**src/rtl/core/lsdf_pkg.sv**
```systemverilog
// Shared types, constants and helper functions of the local standard deviation filter.
// Used by lsdf_front, lsdf_back and local_std_dev_filter; depends on nothing else.
package lsdf_pkg;

    localparam int MAX_WIDTH   = 1024;
    localparam int MAX_RADIUS  = 3;
    localparam int STORE_ROWS  = 2 * MAX_RADIUS + 2;
    localparam int STORE_DEPTH = MAX_WIDTH * STORE_ROWS;

    localparam int COL_W  = $clog2(MAX_WIDTH);
    localparam int ROW_W  = $clog2(STORE_ROWS);
    localparam int ADDR_W = COL_W + ROW_W;

    localparam int W_W   = 11;
    localparam int H_W   = 13;
    localparam int R_W   = 2;
    localparam int CFG_W = 13;
    localparam int CNT_W = 24;
    localparam int LAG_W = 14;
    localparam int Q_DEPTH = 2;

    localparam logic [1:0] CFG_WIDTH  = 2'd0;
    localparam logic [1:0] CFG_HEIGHT = 2'd1;
    localparam logic [1:0] CFG_RADIUS = 2'd2;

    localparam logic REQ_PIXEL = 1'b0;
    localparam logic REQ_DRAIN = 1'b1;

    localparam int NUM_W  = 28;
    localparam int ROOT_W = 48;

    typedef struct packed {
        logic [W_W-1:0] w;
        logic [H_W-1:0] h;
        logic [R_W-1:0] r;
    } t_cfg;

    typedef struct packed {
        logic [W_W-1:0] ox;
        logic [H_W-1:0] oy;
        logic           last;
    } t_job;

    typedef struct packed {
        logic   vld;
        t_job   job;
    } t_q_head;

    typedef struct packed {
        logic              en;
        logic [ADDR_W-1:0] addr;
        logic [7:0]        data;
    } t_wr;

    typedef struct packed {
        logic pop;
        logic rd_busy;
    } t_bk_stat;

    function automatic logic [5:0] win_n(logic [R_W-1:0] r);
        logic [5:0] n;
        case (r)
            2'd1:    n = 6'd9;
            2'd2:    n = 6'd25;
            default: n = 6'd49;
        endcase
        return n;
    endfunction

    function automatic logic [NUM_W-1:0] win_den(logic [R_W-1:0] r);
        logic [NUM_W-1:0] d;
        case (r)
            2'd1:    d = NUM_W'(9 * 8 * 65025);
            2'd2:    d = NUM_W'(25 * 24 * 65025);
            default: d = NUM_W'(49 * 48 * 65025);
        endcase
        return d;
    endfunction

    function automatic logic [H_W-1:0] reflect(logic signed [14:0] idx, logic [H_W-1:0] n);
        logic signed [14:0] v;
        logic signed [14:0] sn;
        sn = signed'({2'b00, n});
        v  = idx;
        if (v < 15'sd0) v = -v - 15'sd1;
        if (v >= sn) v = 15'sd2 * sn - 15'sd1 - v;
        if (v < 15'sd0) v = 15'sd0;
        if (v >= sn) v = sn - 15'sd1;
        return v[H_W-1:0];
    endfunction

endpackage

```
**src/rtl/core/lsdf_front.sv**
```systemverilog
// Front end of the filter: configuration registers, frame counters, line store writes
// and the job queue toward the back end. Depends on lsdf_pkg.
module lsdf_front (
    input  logic                          i_clk,
    input  logic                          i_rst_n,
    input  logic                          i_cfg_we,
    input  logic [1:0]                    i_cfg_idx,
    input  logic [lsdf_pkg::CFG_W-1:0]    i_cfg_data,
    input  logic                          i_valid,
    output logic                          o_ready,
    input  logic                          i_req_type,
    input  logic [7:0]                    i_pixel_value,
    input  lsdf_pkg::t_bk_stat            i_bk_stat,
    output lsdf_pkg::t_q_head             o_q_head,
    output lsdf_pkg::t_cfg                o_cfg,
    output lsdf_pkg::t_wr                 o_wr
);

    logic [lsdf_pkg::W_W-1:0]   r_width;
    logic [lsdf_pkg::H_W-1:0]   r_height;
    logic [lsdf_pkg::R_W-1:0]   r_radius;
    logic [lsdf_pkg::CNT_W-1:0] r_in_cnt, r_out_cnt;
    logic [lsdf_pkg::W_W-1:0]   r_ix, r_ox;
    logic [lsdf_pkg::H_W-1:0]   r_iy, r_oy;
    lsdf_pkg::t_job             r_q [lsdf_pkg::Q_DEPTH];
    logic                       r_q_wp, r_q_rp;
    logic [1:0]                 r_q_cnt;

    lsdf_pkg::t_cfg             cfg;
    logic [lsdf_pkg::CNT_W-1:0] total;
    logic [lsdf_pkg::LAG_W-1:0] lag;
    logic                       accept, do_wr, emit, last;
    logic [lsdf_pkg::CNT_W-1:0] n_in_cnt, pend;
    logic                       push;

    always_comb begin
        cfg.w = (r_width == '0) ? lsdf_pkg::W_W'(1) :
                (r_width > lsdf_pkg::W_W'(lsdf_pkg::MAX_WIDTH)) ?
                lsdf_pkg::W_W'(lsdf_pkg::MAX_WIDTH) : r_width;
        cfg.h = (r_height == '0) ? lsdf_pkg::H_W'(1) : r_height;
        cfg.r = (r_radius == '0) ? lsdf_pkg::R_W'(1) :
                (r_radius > lsdf_pkg::R_W'(lsdf_pkg::MAX_RADIUS)) ?
                lsdf_pkg::R_W'(lsdf_pkg::MAX_RADIUS) : r_radius;
        total = lsdf_pkg::CNT_W'(cfg.w) * lsdf_pkg::CNT_W'(cfg.h);
        lag   = lsdf_pkg::LAG_W'(cfg.r) * lsdf_pkg::LAG_W'(cfg.w) + lsdf_pkg::LAG_W'(cfg.r);
    end

    assign o_cfg = cfg;

    assign o_ready = (r_q_cnt < 2'(lsdf_pkg::Q_DEPTH)) &&
                     ((i_req_type == lsdf_pkg::REQ_DRAIN) ||
                      ((r_q_cnt == 2'd0) && !i_bk_stat.rd_busy));
    assign accept  = i_valid && o_ready;

    always_comb begin
        do_wr    = accept && (i_req_type == lsdf_pkg::REQ_PIXEL) && (r_in_cnt < total);
        n_in_cnt = r_in_cnt + lsdf_pkg::CNT_W'(do_wr);
        pend     = n_in_cnt - r_out_cnt;
        emit     = accept && (r_out_cnt < n_in_cnt) &&
                   ((n_in_cnt == total) || (pend > lsdf_pkg::CNT_W'(lag)));
        last     = (r_out_cnt + lsdf_pkg::CNT_W'(1)) == total;
        push     = emit;
    end

    assign o_wr.en   = do_wr;
    assign o_wr.addr = {r_iy[lsdf_pkg::ROW_W-1:0], r_ix[lsdf_pkg::COL_W-1:0]};
    assign o_wr.data = i_pixel_value;

    assign o_q_head.vld = (r_q_cnt != 2'd0);
    assign o_q_head.job = r_q[r_q_rp];

    always_ff @(posedge i_clk) begin
        if (push) begin
            r_q[r_q_wp] <= '{ox: r_ox, oy: r_oy, last: last};
        end
    end

    always_ff @(posedge i_clk) begin
        if (!i_rst_n) begin
            r_width   <= lsdf_pkg::W_W'(640);
            r_height  <= lsdf_pkg::H_W'(480);
            r_radius  <= lsdf_pkg::R_W'(1);
            r_in_cnt  <= '0;
            r_out_cnt <= '0;
            r_ix      <= '0;
            r_iy      <= '0;
            r_ox      <= '0;
            r_oy      <= '0;
            r_q_wp    <= 1'b0;
            r_q_rp    <= 1'b0;
            r_q_cnt   <= '0;
        end else begin
            if (push) r_q_wp <= ~r_q_wp;
            if (i_bk_stat.pop) r_q_rp <= ~r_q_rp;
            r_q_cnt <= r_q_cnt + 2'(push) - 2'(i_bk_stat.pop);

            if (i_cfg_we && (i_cfg_idx == lsdf_pkg::CFG_WIDTH || i_cfg_idx == lsdf_pkg::CFG_HEIGHT
                             || i_cfg_idx == lsdf_pkg::CFG_RADIUS)) begin
                case (i_cfg_idx)
                    lsdf_pkg::CFG_WIDTH:  r_width  <= i_cfg_data[lsdf_pkg::W_W-1:0];
                    lsdf_pkg::CFG_HEIGHT: r_height <= i_cfg_data[lsdf_pkg::H_W-1:0];
                    default:              r_radius <= i_cfg_data[lsdf_pkg::R_W-1:0];
                endcase
                r_in_cnt  <= '0;
                r_out_cnt <= '0;
                r_ix      <= '0;
                r_iy      <= '0;
                r_ox      <= '0;
                r_oy      <= '0;
            end else if (emit && last) begin
                r_in_cnt  <= '0;
                r_out_cnt <= '0;
                r_ix      <= '0;
                r_iy      <= '0;
                r_ox      <= '0;
                r_oy      <= '0;
            end else begin
                r_in_cnt <= n_in_cnt;
                if (do_wr) begin
                    if (r_ix + lsdf_pkg::W_W'(1) == cfg.w) begin
                        r_ix <= '0;
                        r_iy <= r_iy + lsdf_pkg::H_W'(1);
                    end else begin
                        r_ix <= r_ix + lsdf_pkg::W_W'(1);
                    end
                end
                if (emit) begin
                    r_out_cnt <= r_out_cnt + lsdf_pkg::CNT_W'(1);
                    if (r_ox + lsdf_pkg::W_W'(1) == cfg.w) begin
                        r_ox <= '0;
                        r_oy <= r_oy + lsdf_pkg::H_W'(1);
                    end else begin
                        r_ox <= r_ox + lsdf_pkg::W_W'(1);
                    end
                end
            end
        end
    end

`ifndef ASSERT_OFF
    a_q_bound: assert property (@(posedge i_clk) disable iff (!i_rst_n)
        r_q_cnt <= 2'(lsdf_pkg::Q_DEPTH))
        else $error("Job queue count exceeds its depth.");
    a_wr_safe: assert property (@(posedge i_clk) disable iff (!i_rst_n)
        do_wr |-> (!i_bk_stat.rd_busy && r_q_cnt == 2'd0))
        else $error("Line store written while a window is still pending.");
    a_cnt_order: assert property (@(posedge i_clk) disable iff (!i_rst_n)
        r_out_cnt <= r_in_cnt)
        else $error("More results issued than pixels received.");
`endif

endmodule

```
**config.mk**
```make
export PLATFORM = sky130hd
export DESIGN_NAME = lsdf_front
export DESIGN_NICKNAME = d
export VERILOG_FILES = /design/src/rtl/core/lsdf_pkg.sv /design/src/rtl/core/lsdf_front.sv
export SDC_FILE = /design/constraint.sdc
export NUM_CORES = 1
export LEC_CHECK = 0
export BUFFER_PORTS_ARGS = -buffer_cell sky130_fd_sc_hd__clkbuf_2
export CAP_MARGIN = 20
export CORE_MARGIN = 2
export CORE_UTILIZATION = 48
export CTS_CLUSTER_DIAMETER = 100
export DETAILED_ROUTE_END_ITERATION = 6
export PLACE_DENSITY_LB_ADDON = 0.1
export SLEW_MARGIN = 20
export SYNTH_ARGS = -nofsm -noshare
export SYNTH_HDL_FRONTEND = slang
export SYNTH_SLANG_ARGS = --single-unit
```
**constraint.sdc**
```tcl
create_clock -name i_clk -period 14.1 [get_ports i_clk]
set_input_delay 1.41 -clock i_clk [delete_from_list [all_inputs] [get_ports i_clk]]
set_output_delay 1.41 -clock i_clk [all_outputs]
set_load 0.01 [all_outputs]
```
== Word-level counts from Yosys, hierarchy flattened ==
Memory sizes are Yosys's and may differ from the RTL's. A register that Yosys moved wholly into a read port is not among the register bits.
Index checks and enable logic that the tools add are counted.
W data, S select, Z words.

* Bits in registers: 126
* RAM bits: 50
* Input bits: 30
* Output and inout port bits: 75
* Word-level logic and storage cells: 80
* Memories: 1

* $add $sub $neg: 10
* Multiply operators: 2
* $lt $le $gt $ge: 6
* Equal/unequal tests: 6
* Mux-type cells: 11
* Bitwise gates (word level): 5
* Reductions and logical operators: 27

{| class="wikitable"
|+ Memory list
! name !! words !! bits a word !! read ports !! clocked after Yosys merged registers in !! write ports !! line !! RTL
|-
| r_q || 2 || 25 || 1 || 1 || 1 || lsdf_front.sv:25 || <nowiki>lsdf_pkg::t_job r_q [lsdf_pkg::Q_DEPTH];</nowiki>
|}

{| class="wikitable"
|+ Operators with widths
! cell !! count
|-
| $eq A24 B24 Y1 || 2
|-
| $lt A24 B24 Y1 || 2
|-
| $mux W11 || 4
|-
| $add A13 B1 Y13 const B || 2
|-
| $add A24 B1 Y24 || 1
|-
| $add A24 B1 Y24 const B || 1
|-
| $gt A24 B14 Y1 || 1
|-
| $mul A11 B13 Y24 || 1
|-
| $sub A24 B24 Y24 || 1
|-
| $add A11 B1 Y11 const B || 2
|-
| $eq A11 B11 Y1 || 2
|-
| $add A13 B2 Y14 || 1
|-
| $logic_not A13 Y1 || 1
|-
| $mul A2 B11 Y13 || 1
|-
| $mux W13 || 1
|-
| $gt A11 B11 Y1 const B || 1
|-
| $logic_not A11 Y1 || 1
|-
| $reduce_and A2 Y1 || 5
|-
| $logic_and A1 B1 Y1 || 9
|-
| $logic_not A2 Y1 || 3
|-
| $not A1 Y1 || 5
|-
| $logic_or A1 B1 Y1 || 4
|-
| $mux W1 || 4
|-
| $mux W2 || 2
|-
| 10 further kinds || 10
|}

== Depth between registers and ports, before layout ==
Gate-level depths: netlist of the first run.

* Depth in word-level cells: 14
* Depth in mapped cells: 63
* Depth with buffers taken out: 59

== Worst setup path after synthesis of the first run ==
No wires, ideal clock.

* Path kind: register -> register
* Start point: reg r_width[10] in the netlist's numbering
* End point: reg r_q_cnt[1]
* Library setup time: 0.115 ns
* Arrival time: 13.183 ns
* Required time: 13.985 ns
* Setup slack: 0.802 ns
* Stages on the path, launching flop included: 61
* Path buffers: 8
* Clock period less this slack: 13.298 ns
* Path through: dfxtp_1 clkinv_1 nand2_1 inv_1 clkbuf_1 clkbuf_1 and2_1 fa_1 fa_1 fa_1 fa_1 inv_1 fa_1 inv_1 ha_1 buf_2 nand2_1 or3_1 [25 not listed] xnor2_1 ha_1 nand2_1 o22ai_1 a2111oi_0 o21ai_0 a2111oi_0 o2111ai_1 or4b_1 a22oi_2 buf_2 buf_2 ha_1 inv_1 ha_1 xnor2_1 xnor2_1 and2_1

{| class="wikitable"
|+ RTL lines
! item !! line !! RTL
|-
| start, declared || lsdf_front.sv:19 || <nowiki>logic [lsdf_pkg::W_W-1:0] r_width;</nowiki>
|-
| start signal, assigned || lsdf_front.sv:80 || <nowiki>r_width <= lsdf_pkg::W_W'(640);</nowiki>
|-
| start signal, assigned || lsdf_front.sv:100 || <nowiki>lsdf_pkg::CFG_WIDTH: r_width <= i_cfg_data[lsdf_pkg::W_W-1:0];</nowiki>
|-
| end signal, assigned || lsdf_front.sv:95 || <nowiki>r_q_cnt <= r_q_cnt + 2'(push) - 2'(i_bk_stat.pop);</nowiki>
|-
| end, declared || lsdf_front.sv:27 || <nowiki>logic [1:0] r_q_cnt;</nowiki>
|}

== Worst setup path in the final report of the first run ==
* Start point: reg r_width[10] in the netlist's numbering
* End point: reg r_out_cnt[22] in the netlist's numbering

* Word-level cells in the longest chain between the ends: 13
* Elaborated cells between the ends (all ways): 20
* Classes of those cells: add/sub (3); mul (2); order compare (4); eq/ne (2); mux (2); reduce/logical (7)

{| class="wikitable"
|+ Ends and longest elaborated chain
! item !! line !! RTL
|-
| $gt A11 B11 Y1 || lsdf_front.sv:38 || <nowiki>(r_width > lsdf_pkg::W_W'(lsdf_pkg::MAX_WIDTH)) ?</nowiki>
|-
| $mux W11 || lsdf_front.sv:38 ||
|-
| $mux W11 * || lsdf_front.sv:37 || <nowiki>cfg.w = (r_width == '0) ? lsdf_pkg::W_W'(1) :</nowiki>
|-
| $mul A11 B13 Y24 * || lsdf_front.sv:44 || <nowiki>total = lsdf_pkg::CNT_W'(cfg.w) * lsdf_pkg::CNT_W'(cfg.h);</nowiki>
|-
| $lt A24 B24 Y1 * || lsdf_front.sv:56 || <nowiki>do_wr = accept && (i_req_type == lsdf_pkg::REQ_PIXEL) && (r_in_cnt < total);</nowiki>
|-
| $logic_and A1 B1 Y1 * || lsdf_front.sv:56 ||
|-
| $add A24 B1 Y24 * || lsdf_front.sv:57 || <nowiki>n_in_cnt = r_in_cnt + lsdf_pkg::CNT_W'(do_wr);</nowiki>
|-
| named net n_in_cnt (one bit) || lsdf_front.sv:33 || <nowiki>logic [lsdf_pkg::CNT_W-1:0] n_in_cnt, pend;</nowiki>
|-
| $sub A24 B24 Y24 || lsdf_front.sv:58 || <nowiki>pend = n_in_cnt - r_out_cnt;</nowiki>
|-
| $gt A24 B14 Y1 || lsdf_front.sv:60 || <nowiki>((n_in_cnt == total) || (pend > lsdf_pkg::CNT_W'(lag)));</nowiki>
|-
| $logic_or A1 B1 Y1 || lsdf_front.sv:60 ||
|-
| $logic_and A1 B1 Y1 * || lsdf_front.sv:59 || <nowiki>emit = accept && (r_out_cnt < n_in_cnt) &&</nowiki>
|-
| $logic_and A1 B1 Y1 || lsdf_front.sv:110 || <nowiki>end else if (emit && last) begin</nowiki>
|-
| $reduce_or A3 Y1 (no line) || -- ||
|-
| end signal, assigned || lsdf_front.sv:128 || <nowiki>r_out_cnt <= r_out_cnt + lsdf_pkg::CNT_W'(1);</nowiki>
|-
| end, declared || lsdf_front.sv:22 || <nowiki>logic [lsdf_pkg::CNT_W-1:0] r_in_cnt, r_out_cnt;</nowiki>
|}

The timed path passes the listed nets; every way through them passes the cells marked *.
A chain may end at the register's enable or synchronous reset.

==> results.json, run 1 <==
{
  "grt_max_degree": 39,
  "grt_usage_pct": 26.0,
  "wirelength_um": 47200,
  "diodes": 0,
  "port-buffer-count": 88,
  "powerDensity_nw_per_um2": 79.4,
  "rows": 68,
  "synth_fp_nets": 2276,
  "grt_pass1_vias": 13800,
  "gp_routability_congestion": 0.909,
  "ys_seq_elements": 167,
  "syn2layout_area_growth_pct": 9.64,
  "relSlewSlack_pct": 25.5,
  "clk_latency_ns": 0.44,
  "routed-via-count": 14300,
  "ys.flop_type": "dfxtp_1",
  "synth_cell_types": 80,
  "crit_fanout": 21,
  "fmax_mhz": 75.0,
  "fin_skew_ns": 0.0172,
  "cts_tree": "yes",
  "fin_area_um2": 18400,
  "cts_buffers": 17,
  "drtPass1Iterations": 5,
  "vias_per_cell": 5.70,
  "fill_cells": 3317,
  "clk_pin_slew_worst_paths_ns": 0.07,
  "ioPinCount": 105,
  "initial_core_util_pct": 48.7,
  "grt_pass1_wl_um": 74800,
  "crit_type": "flop to flop",
  "die_y_um": 191,
  "fin_hold_ws_ns": 0.479,
  "critPathLaunchType": "flop",
  "yosysWarnings": 0,
  "peakVddDrop_v": 0.0000728,
  "place_area_um2": 17600,
  "status": "finished clean",
  "slowest_delay_ns": 0.58,
  "layout_common_cells": "nand2_1, inv_1, ha_1",
  "fin_tns_setup_ns": 0,
  "fin_crit_ns": 13.33,
  "dieArea_um2": 36500,
  "crit_path_end_kind": "flop",
  "ys_async_sr_fraction_pct": 0,
  "ctsHoldBuffers": 0,
  "hpwl_um": 37500,
  "slew_violations": 0,
  "htree_levels": 4,
  "clockBufferDepth": 2,
  "die_w_um": 191,
  "finalNonFillerCells": 2507,
  "place_inst": 2468,
  "first_iter_violations": 1103,
  "final_nets": 2321,
  "maxCapViolations": 0,
  "drive_gt1_share_pct": 12.2,
  "power.internal_mw": 0.967,
  "final-hold-violation-count": 0,
  "cts_root_buf": "clkbuf_16",
  "syn_area_um2": 16800,
  "synth_area_per_cell_um2": 8.42,
  "post-route-drc-count": 0,
  "combinationalPowerShare_pct": 30.7,
  "arrival_ns": 13.64,
  "wire_per_inst_um": 18.8,
  "switchingPower_mw": 0.495,
  "antenna_found_initial": 0,
  "switching_share_pct": 33.8,
  "min_period_over_period_pct": 94.5,
  "synth_edf_count": 50,
  "slowest_stage": "or4_1",
  "p_seq_share_pct": 34.5,
  "setup_viol": 0,
  "worstPathRequired_ns": 14.41,
  "clkSinkCount": 167,
  "layout_commonest_cell": "nand2_1",
  "design.core.area_um2": 34500,
  "p_leak_nw": 7.92,
  "grt_overflow": 0,
  "tightest_slew_ns": 1.11,
  "synthCells": 1994,
  "drtAntennaViolNets": 0,
  "p_clk_share_pct": 34.8,
  "min_path_type": "flop to flop",
  "ys_seq_area_share_pct": 22.9
}
## worst max-delay path: cells and delay by family (launching register included)
kind	cells	cell delay, ns
XOR/XNOR	2	0.38
AND/OR/NAND/NOR	13	3.88
multiplexers	1	0.33
AO/OA/AOI/OAI	14	2.49
buffers and inverters	10	1.39
flip-flops	1	0.36
adder cells (fa/ha/maj)	11	4.32
## logic make-up after synthesis
family | share of synthesized area (%)
AO/OA/AOI/OAI | 13.7
XOR/XNOR | 8.06
adder cells (fa/ha/maj) | 23.3
buffers and inverters | 8.08
flip-flops | 22.9
multiplexers | 2.63
AND/OR/NAND/NOR | 21.4
## metrics by stage
stage | power, mW | utilization, % | setup slack, ns
6_report | 1.46 | 53.4 | 0.771
5_1_grt | 1.54 | 53.4 | -0.00494
4_1_cts | 1.47 | 53.0 | 0.258
3_5_place_dp | 0.958 | 51.2 | 0.298
3_3_place_gp | 0.955 | 51.2 | 0.581
2_1_floorplan | 0.834 | - | 0.802
## metal layers
layer	vias to the layer above	GRT usage, %	part of all wire (%)
li1	6885	-	-
met1	6978	36.0	45
met2	379	43.2	48
met3	47	2.66	5.0
met4	0	7.51	2.0
met5	-	0	0
## path summary, 6_finish.rpt
kind,startpoint,endpoint,slack (ns),depth (start not counted)
worst max-delay path,r_width[10],r_out_cnt[22],0.77,51
worst min-delay path,r_ix[10],r_ix[10],0.48,2
worst max register to register,r_width[10],r_out_cnt[22],0.77,51
worst min register to register,r_ix[10],r_ix[10],0.48,2
## power groups by stage
stage | registers [mW] | clock network, mW | logic [mW]
2_1_floorplan | 0.510 | 0 | 0.324
3_3_place_gp | 0.515 | 0 | 0.440
3_5_place_dp | 0.515 | 0 | 0.443
4_1_cts | 0.504 | 0.516 | 0.447
5_1_grt | 0.505 | 0.534 | 0.499
6_report | 0.504 | 0.509 | 0.449
## repair_timing
action	in CTS	in global routing
setup endpoints to repair	0	139
buffers inserted	0	6
endpoints found under the hold margin	0	0
gates resized for setup	0	24
## synthesized netlist by cell type, types with 6 or more instances
cell	instances	area [µm²]
nand2_1	232	871
inv_1	203	762
ha_1	151	1890
nor2_1	123	462
dfxtp_1	117	2340
xnor2_1	109	955
a21oi_1	104	521
fa_1	101	2020
and2_1	87	544
clkbuf_1	77	289
nand3_1	56	280
o21ai_0	51	255
edfxtp_1	50	1500
xor2_1	41	359
nand4_1	33	206
mux2_2	29	327
nor3_1	28	140
buf_4	27	203
or3_1	27	169
nor2b_1	24	150
nor4_1	24	150
and3_1	22	138
a21boi_0	20	150
o211ai_1	20	150
o32ai_1	18	158
a21o_1	17	128
a22o_1	14	123
buf_2	12	60.1
o21a_1	12	90.1
a211oi_1	11	82.6
nand3b_1	11	82.6
mux2i_1	10	100
or4_1	10	75.1
nand2b_1	9	56.3
and4_1	8	70.1
or2_2	8	50.1
o2111ai_1	6	52.6
o21bai_1	6	45.0
o22ai_1	6	37.5
o31ai_1	6	45.0
## flip-flops by register name, indices dropped and copies added (netlist names), named ones only
register and count:
r_ox 11, r_q_rp 1, r_q_wp 1, r_iy 3, r_oy 13, r_in_cnt 24, r_ix 11, r_radius 2
r_q 50, r_q_cnt 2, r_height 13, r_out_cnt 24, r_width 11
## final cells by class
class,instances,area [µm²],share of cell area (%)
well taps,455,569,3.09
clock inverters,11,134,0.727
clock buffers,21,493,2.68
repair buffers,144,862,4.68
inverters,208,805,4.37
multi-input cells,1500,11700,63.5
flip-flops and latches,167,3850,20.9
repair inverters,1,7.51,0.0408
(Power assumes the default switching activity.)
==> run 2: changes to the inputs <==
--- a/config.mk
+++ b/config.mk
@@ -8,10 +8,11 @@
 export BUFFER_PORTS_ARGS = -buffer_cell sky130_fd_sc_hd__clkbuf_2
 export CAP_MARGIN = 20
 export CORE_MARGIN = 2
-export CORE_UTILIZATION = 48
+export CORE_UTILIZATION = 40
 export CTS_CLUSTER_DIAMETER = 100
 export DETAILED_ROUTE_END_ITERATION = 6
 export PLACE_DENSITY_LB_ADDON = 0.1
+export REMOVE_ABC_BUFFERS = 1
 export SLEW_MARGIN = 20
 export SYNTH_ARGS = -nofsm -noshare
 export SYNTH_HDL_FRONTEND = slang
==> run 2 against run 1 <==
Compared with the run above:
- global-route usage shrank 3.4 points
- worst hold slack worse by 0.0066 ns
- sequential cell count unchanged
- largest cell class unchanged
- utilization shrank 9.1 points
- register-to-register slack worse by 0.14 ns
- combinational power barely moved
- critical endpoint is now r_q_cnt[1]
==> results.json, run 2 (synthesized netlist as in run 1, its figures left out) <==
{
  "status": "finished clean",
  "critPathLaunchType": "flop",
  "place_inst": 2550,
  "layout_commonest_cell": "nand2_1",
  "fin_ws_ns": 0.630,
  "drtAntennaViolNets": 0,
  "crit_fanout": 9,
  "setup_viol": 0,
  "fin_tns_setup_ns": 0,
  "htree_levels": 4,
  "diodes": 0,
  "switching_share_pct": 35.6,
  "maxCapViolations": 0,
  "crit_type": "flop to flop",
  "rrSetupSlack_ns": 0.63,
  "finalNonFillerCells": 2584,
  "peakVddDrop_v": 0.0000619,
  "cts_root_buf": "clkbuf_16",
  "post-route-drc-count": 0,
  "relSlewSlack_pct": 38.2,
  "final-hold-violation-count": 0,
  "powerDensity_nw_per_um2": 77.8,
  "p_seq_share_pct": 35.1,
  "power.internal_mw": 0.925,
  "reg.largest.list": "r_q x50, r_in_cnt x24, r_out_cnt x24",
  "die_y_um": 209,
  "first_iter_violations": 823,
  "clockBufferDepth": 2,
  "p_clk_share_pct": 33.9,
  "layout_common_cells": "nand2_1, inv_1, ha_1",
  "hold_depth": 2,
  "ctsHoldBuffers": 0,
  "final_nets": 2314,
  "place_ws_ns": -0.0617,
  "arrival_ns": 13.84,
  "slowest_stage": "or4_4",
  "clk_pin_slew_worst_paths_ns": 0.08,
  "ioPinCount": 105,
  "hpwl_um": 38700,
  "tightest_slew_ns": 0.922,
  "worstHoldStart": "r_ix[10]",
  "min_period_over_period_pct": 95.5,
  "slowest_delay_ns": 0.58,
  "syn2layout_area_growth_pct": 9.90,
  "final_core_util_pct": 44.3,
  "fin_crit_ns": 13.47,
  "grt_max_degree": 42,
  "die_w_um": 209,
  "vias_per_cell": 5.48,
  "r2r_end": "r_q_cnt[1]",
  "worstPathRequired_ns": 14.47,
  "switchingPower_mw": 0.511,
  "rr_worst_depth": 54,
  "routed-via-count": 14200,
  "design.core.area_um2": 41700,
  "grt_usage_pct": 22.7,
  "min_path_type": "flop to flop",
  "clkSinkCount": 167,
  "slew_violations": 0,
  "rr_startpoint": "r_width[10]",
  "largest_reg_flops": 50,
  "holdPathEnd": "r_ix[10]",
  "grt_overflow": 0,
  "cts_buffers": 17,
  "cpMostUsedCell": "ha_1",
  "clk_latency_ns": 0.47,
  "gp_routability_congestion": 0.914,
  "rows": 75,
  "wire_per_inst_um": 18.9,
  "p_total_mw": 1.44,
  "cts_tree": "yes",
  "drtPass1Iterations": 5,
  "grt_pass1_vias": 13800,
  "p_leak_nw": 7.88,
  "top_register": "r_q",
  "dieArea_um2": 43600,
  "drive_gt1_share_pct": 12.2,
  "antenna_found_initial": 1,
  "crit_path_end_kind": "flop",
  "combinationalPowerShare_pct": 31.1,
  "grt_pass1_wl_um": 77500,
  "port-buffer-count": 88,
  "fin_skew_ns": 0.0216,
  "fmax_mhz": 74.2,
  "wirelength_um": 48800,
  "initial_core_util_pct": 40.3
}
## run 2: cell count changes in the layout (fill, tap and decap cells not counted), sizes merged
cell    before  now
inv        207  212
buf         55   49
clkbuf     110  106
bufinv       2    1
clkinv       6    5
## run 2: metrics by stage
stage | hold slack, ns | cell area, µm²
2_1_floorplan | 0.440 | 16200
3_3_place_gp | 0.452 | 17700
3_5_place_dp | 0.459 | 17700
4_1_cts | 0.470 | 18300
5_1_grt | 0.510 | 18500
6_report | 0.472 | 18500
## run 2: timing repair
item	4_1_cts	5_1_grt
gates resized for setup	2	30
setup endpoints to repair	63	139
cloned	0	1
pin swaps	0	1
setup buffers	0	1
## run 2: worst max path at each step
stage               cells past startpoint      endpoint  slack [ns]        start
floorplan                              53  r_in_cnt[17]       -1.12  r_width[10]
global placement                       53       r_ix[5]        0.50  r_height[2]
detailed placement                     53       r_ix[4]       -0.06  r_height[1]
CTS                                    53       r_ix[4]        0.02  r_width[10]
global route                           54    r_q_cnt[1]       -0.03  r_height[1]
finish                                 54    r_q_cnt[1]        0.63  r_width[10]
## run 2: layout make-up
cell class | instances | area, µm²
clock buffers | 18 | 429
well taps | 539 | 674
fillers | 4231 | 23200
repair buffers | 137 | 825
repair inverters | 1 | 5.00
flip-flops and latches | 167 | 3850
inverters | 208 | 801
clock inverters | 14 | 155
multi-input cells | 1500 | 11700
## run 2: worst max-delay path: cells and delay by family (launching register included)
| family | cells | cell delay (ns) |
|---|---|---|
| AOI/OAI and AO/OA | 18 | 3.66 |
| muxes | 1 | 0.33 |
| adders and majority gates | 13 | 4.76 |
| DFF | 1 | 0.39 |
| buffers and inverters | 8 | 0.85 |
| xor gates and xnor gates | 4 | 0.61 |
| and+or+nand+nor | 10 | 2.77 |
## run 2: routing by layer
| layer | track usage [%] | wire length (µm) | vias up |
|---|---|---|---|
| met5 | 0 | 0 | - |
| met4 | 8.05 | 1330 | 0 |
| met3 | 3.38 | 2070 | 67 |
| met2 | 37.2 | 23100 | 305 |
| met1 | 30.5 | 22300 | 6901 |
| li1 | - | - | 6883 |
## run 2: power groups by stage
stage,registers [mW],logic [mW],clock network [mW]
floorplan,0.515,0.308,0
global placement,0.514,0.438,0
detailed placement,0.514,0.442,0
CTS,0.503,0.446,0.496
global route,0.504,0.498,0.517
finish,0.503,0.446,0.486
==> run 3: changes to the inputs <==
--- a/config.mk
+++ b/config.mk
@@ -11,6 +11,7 @@
 export CORE_UTILIZATION = 40
 export CTS_CLUSTER_DIAMETER = 100
 export DETAILED_ROUTE_END_ITERATION = 6
+export GPL_TIMING_DRIVEN = 0
 export PLACE_DENSITY_LB_ADDON = 0.1
 export REMOVE_ABC_BUFFERS = 1
 export SLEW_MARGIN = 20
==> run 3 against run 2 <==
Compared with the run above:
- critical path depth increased by 2
- critical endpoint unchanged
- fmax fell by 0.29%
- via count decreased by 0.19%
- sequential cell count is the same
- combinational power down 0.9%
- final cell count is 0.62% lower
- wire length is 1.4% lower
- non-clock buffer count down 16
- count of clock-buffer cells in the layout is 1 lower
- clock skew down 0.0091 ns
- largest power group unchanged
- sequential power up 1%
- die area unchanged
==> results.json, run 3 (synthesized netlist as in run 1, its figures left out) <==
{
  "status": "finished clean",
  "clk_pin_slew_worst_paths_ns": 0.07,
  "die_y_um": 209,
  "place_ws_ns": -3.17,
  "fin_tns_setup_ns": 0,
  "layout_common_cells": "nand2_1, inv_1, ha_1",
  "crit_path_end_kind": "flop",
  "first_iter_violations": 714,
  "routed-via-count": 14100,
  "final-hold-violation-count": 0,
  "fin_ws_ns": 0.591,
  "rr_startpoint": "r_height[5]",
  "rrSetupSlack_ns": 0.59,
  "syn2layout_area_growth_pct": 11.3,
  "fmax_mhz": 74.0,
  "layout_commonest_cell": "nand2_1",
  "grt_overflow": 0,
  "cts_buffers": 17,
  "post-route-drc-count": 0,
  "relSlewSlack_pct": 35.5,
  "r2r_end": "r_q_cnt[1]",
  "fin_crit_ns": 13.51,
  "grt_usage_pct": 22.5,
  "clockBufferDepth": 2,
  "grt_max_degree": 39,
  "die_w_um": 209,
  "drtAntennaViolNets": 0,
  "initial_core_util_pct": 40.3,
  "drive_gt1_share_pct": 13.8,
  "clkSinkCount": 167,
  "tightest_slew_ns": 0.965,
  "cts_tree": "yes",
  "slew_violations": 0,
  "peakVddDrop_v": 0.0000632,
  "htree_levels": 4,
  "rows": 75,
  "wire_per_inst_um": 18.8,
  "slowest_delay_ns": 0.55,
  "fin_skew_ns": 0.0125,
  "reg.largest.list": "r_q x50, r_in_cnt x24, r_out_cnt x24",
  "port-buffer-count": 88,
  "cpMostUsedCell": "ha_1",
  "antenna_found_initial": 1,
  "grt_pass1_wl_um": 77900,
  "rr_worst_depth": 56,
  "arrival_ns": 13.86,
  "worstHoldStart": "r_ix[10]",
  "ioPinCount": 105,
  "hold_depth": 2,
  "fin_area_um2": 18700,
  "cts_root_buf": "clkbuf_16",
  "maxCapViolations": 0,
  "diodes": 0,
  "worstPathRequired_ns": 14.45,
  "drtPass1Iterations": 5,
  "design.core.area_um2": 41700,
  "crit_fanout": 14,
  "wirelength_um": 48200,
  "final_nets": 2298,
  "critPathLaunchType": "flop",
  "hpwl_um": 36400,
  "crit_buf_inv": 8,
  "clk_latency_ns": 0.46,
  "dieArea_um2": 43600,
  "place_area_um2": 17600,
  "gp_routability_congestion": 0.851,
  "powerDensity_nw_per_um2": 77.1,
  "largest_reg_flops": 50,
  "critPathTopFamily": "adder cells",
  "crit_type": "flop to flop",
  "min_period_over_period_pct": 95.8,
  "setup_viol": 0,
  "grt_pass1_vias": 13900,
  "top_register": "r_q",
  "slowest_stage": "fa_1",
  "holdPathEnd": "r_ix[10]",
  "vias_per_cell": 5.50,
  "final_core_util_pct": 44.8,
  "min_path_type": "flop to flop",
  "p_leak_nw": 7.87
}
==> run 3: area by class of cell <==
| type | count | area, µm² |
|---|---|---|
| Timing Repair inverter | 1 | 5.00 |
| Multi-Input combinational cell | 1500 | 11900 |
| Inverter | 208 | 827 |
| Clock buffer | 17 | 425 |
| Clock inverter | 15 | 179 |
| Fill cell | 4135 | 23000 |
| Timing Repair Buffer | 121 | 818 |
| Sequential cell | 167 | 3870 |
| Tap cell | 539 | 674 |
==> run 3: where the power goes <==
part / internal (mW) / leakage (nW) / total [mW] / switching (mW)
Combinational: 0.177 / 6.19 / 0.442 / 0.266
Sequential: 0.496 / 1.39 / 0.510 / 0.0141
Clock: 0.241 / 0.292 / 0.488 / 0.248
==> run 3: how the worst max path moves through the flow <==
stage	startpoint	to	slack, ns	cells after the start
3_5_place_dp	r_width[10]	r_out_cnt[11]	-3.17	54
5_1_grt	r_height[3]	r_q_cnt[1]	-0.02	56
2_1_floorplan	r_width[10]	r_in_cnt[17]	-1.12	53
6_report	r_height[5]	r_q_cnt[1]	0.59	56
3_3_place_gp	r_width[10]	r_ix[2]	-7.09	50
4_1_cts	r_width[10]	r_q_cnt[1]	0.0005	55
==> run 3: through the flow <==
step | power [mW] | instances | hold WS, ns
after floorplan | 0.823 | 1875 | 0.440
after global placement | 0.947 | 2502 | 0.452
after detailed placement | 0.953 | 2512 | 0.462
after CTS | 1.45 | 2562 | 0.473
after global routing | 1.53 | 2568 | 0.516
final | 1.44 | 2568 | 0.469
==> run 3: routing by layer <==
metal | part of all wire [%] | wire length (µm) | track usage [%] | vias up
met3 | 3.1 | 1500 | 2.07 | 35
met2 | 49 | 23800 | 38.7 | 266
li1 | - | - | - | 6844
met4 | 1.2 | 557 | 5.59 | 0
met5 | 0 | 0 | 0 | -
met1 | 46 | 22300 | 30.5 | 6984
==> run 3: timing repair <==
action,4_1_cts,5_1_grt
hold buffers,0,0
gates cloned,1,0
setup buffers,17,6
pin swaps,4,8
resized for setup,46,42
endpoints found under the setup margin,139,139
==> run 3: tightest hold or removal path: cells and delay by family, from the launching register on <==
kind            cells  cell delay, ns
simple gates        1            0.05
compound gates      1            0.05
flops               1            0.32
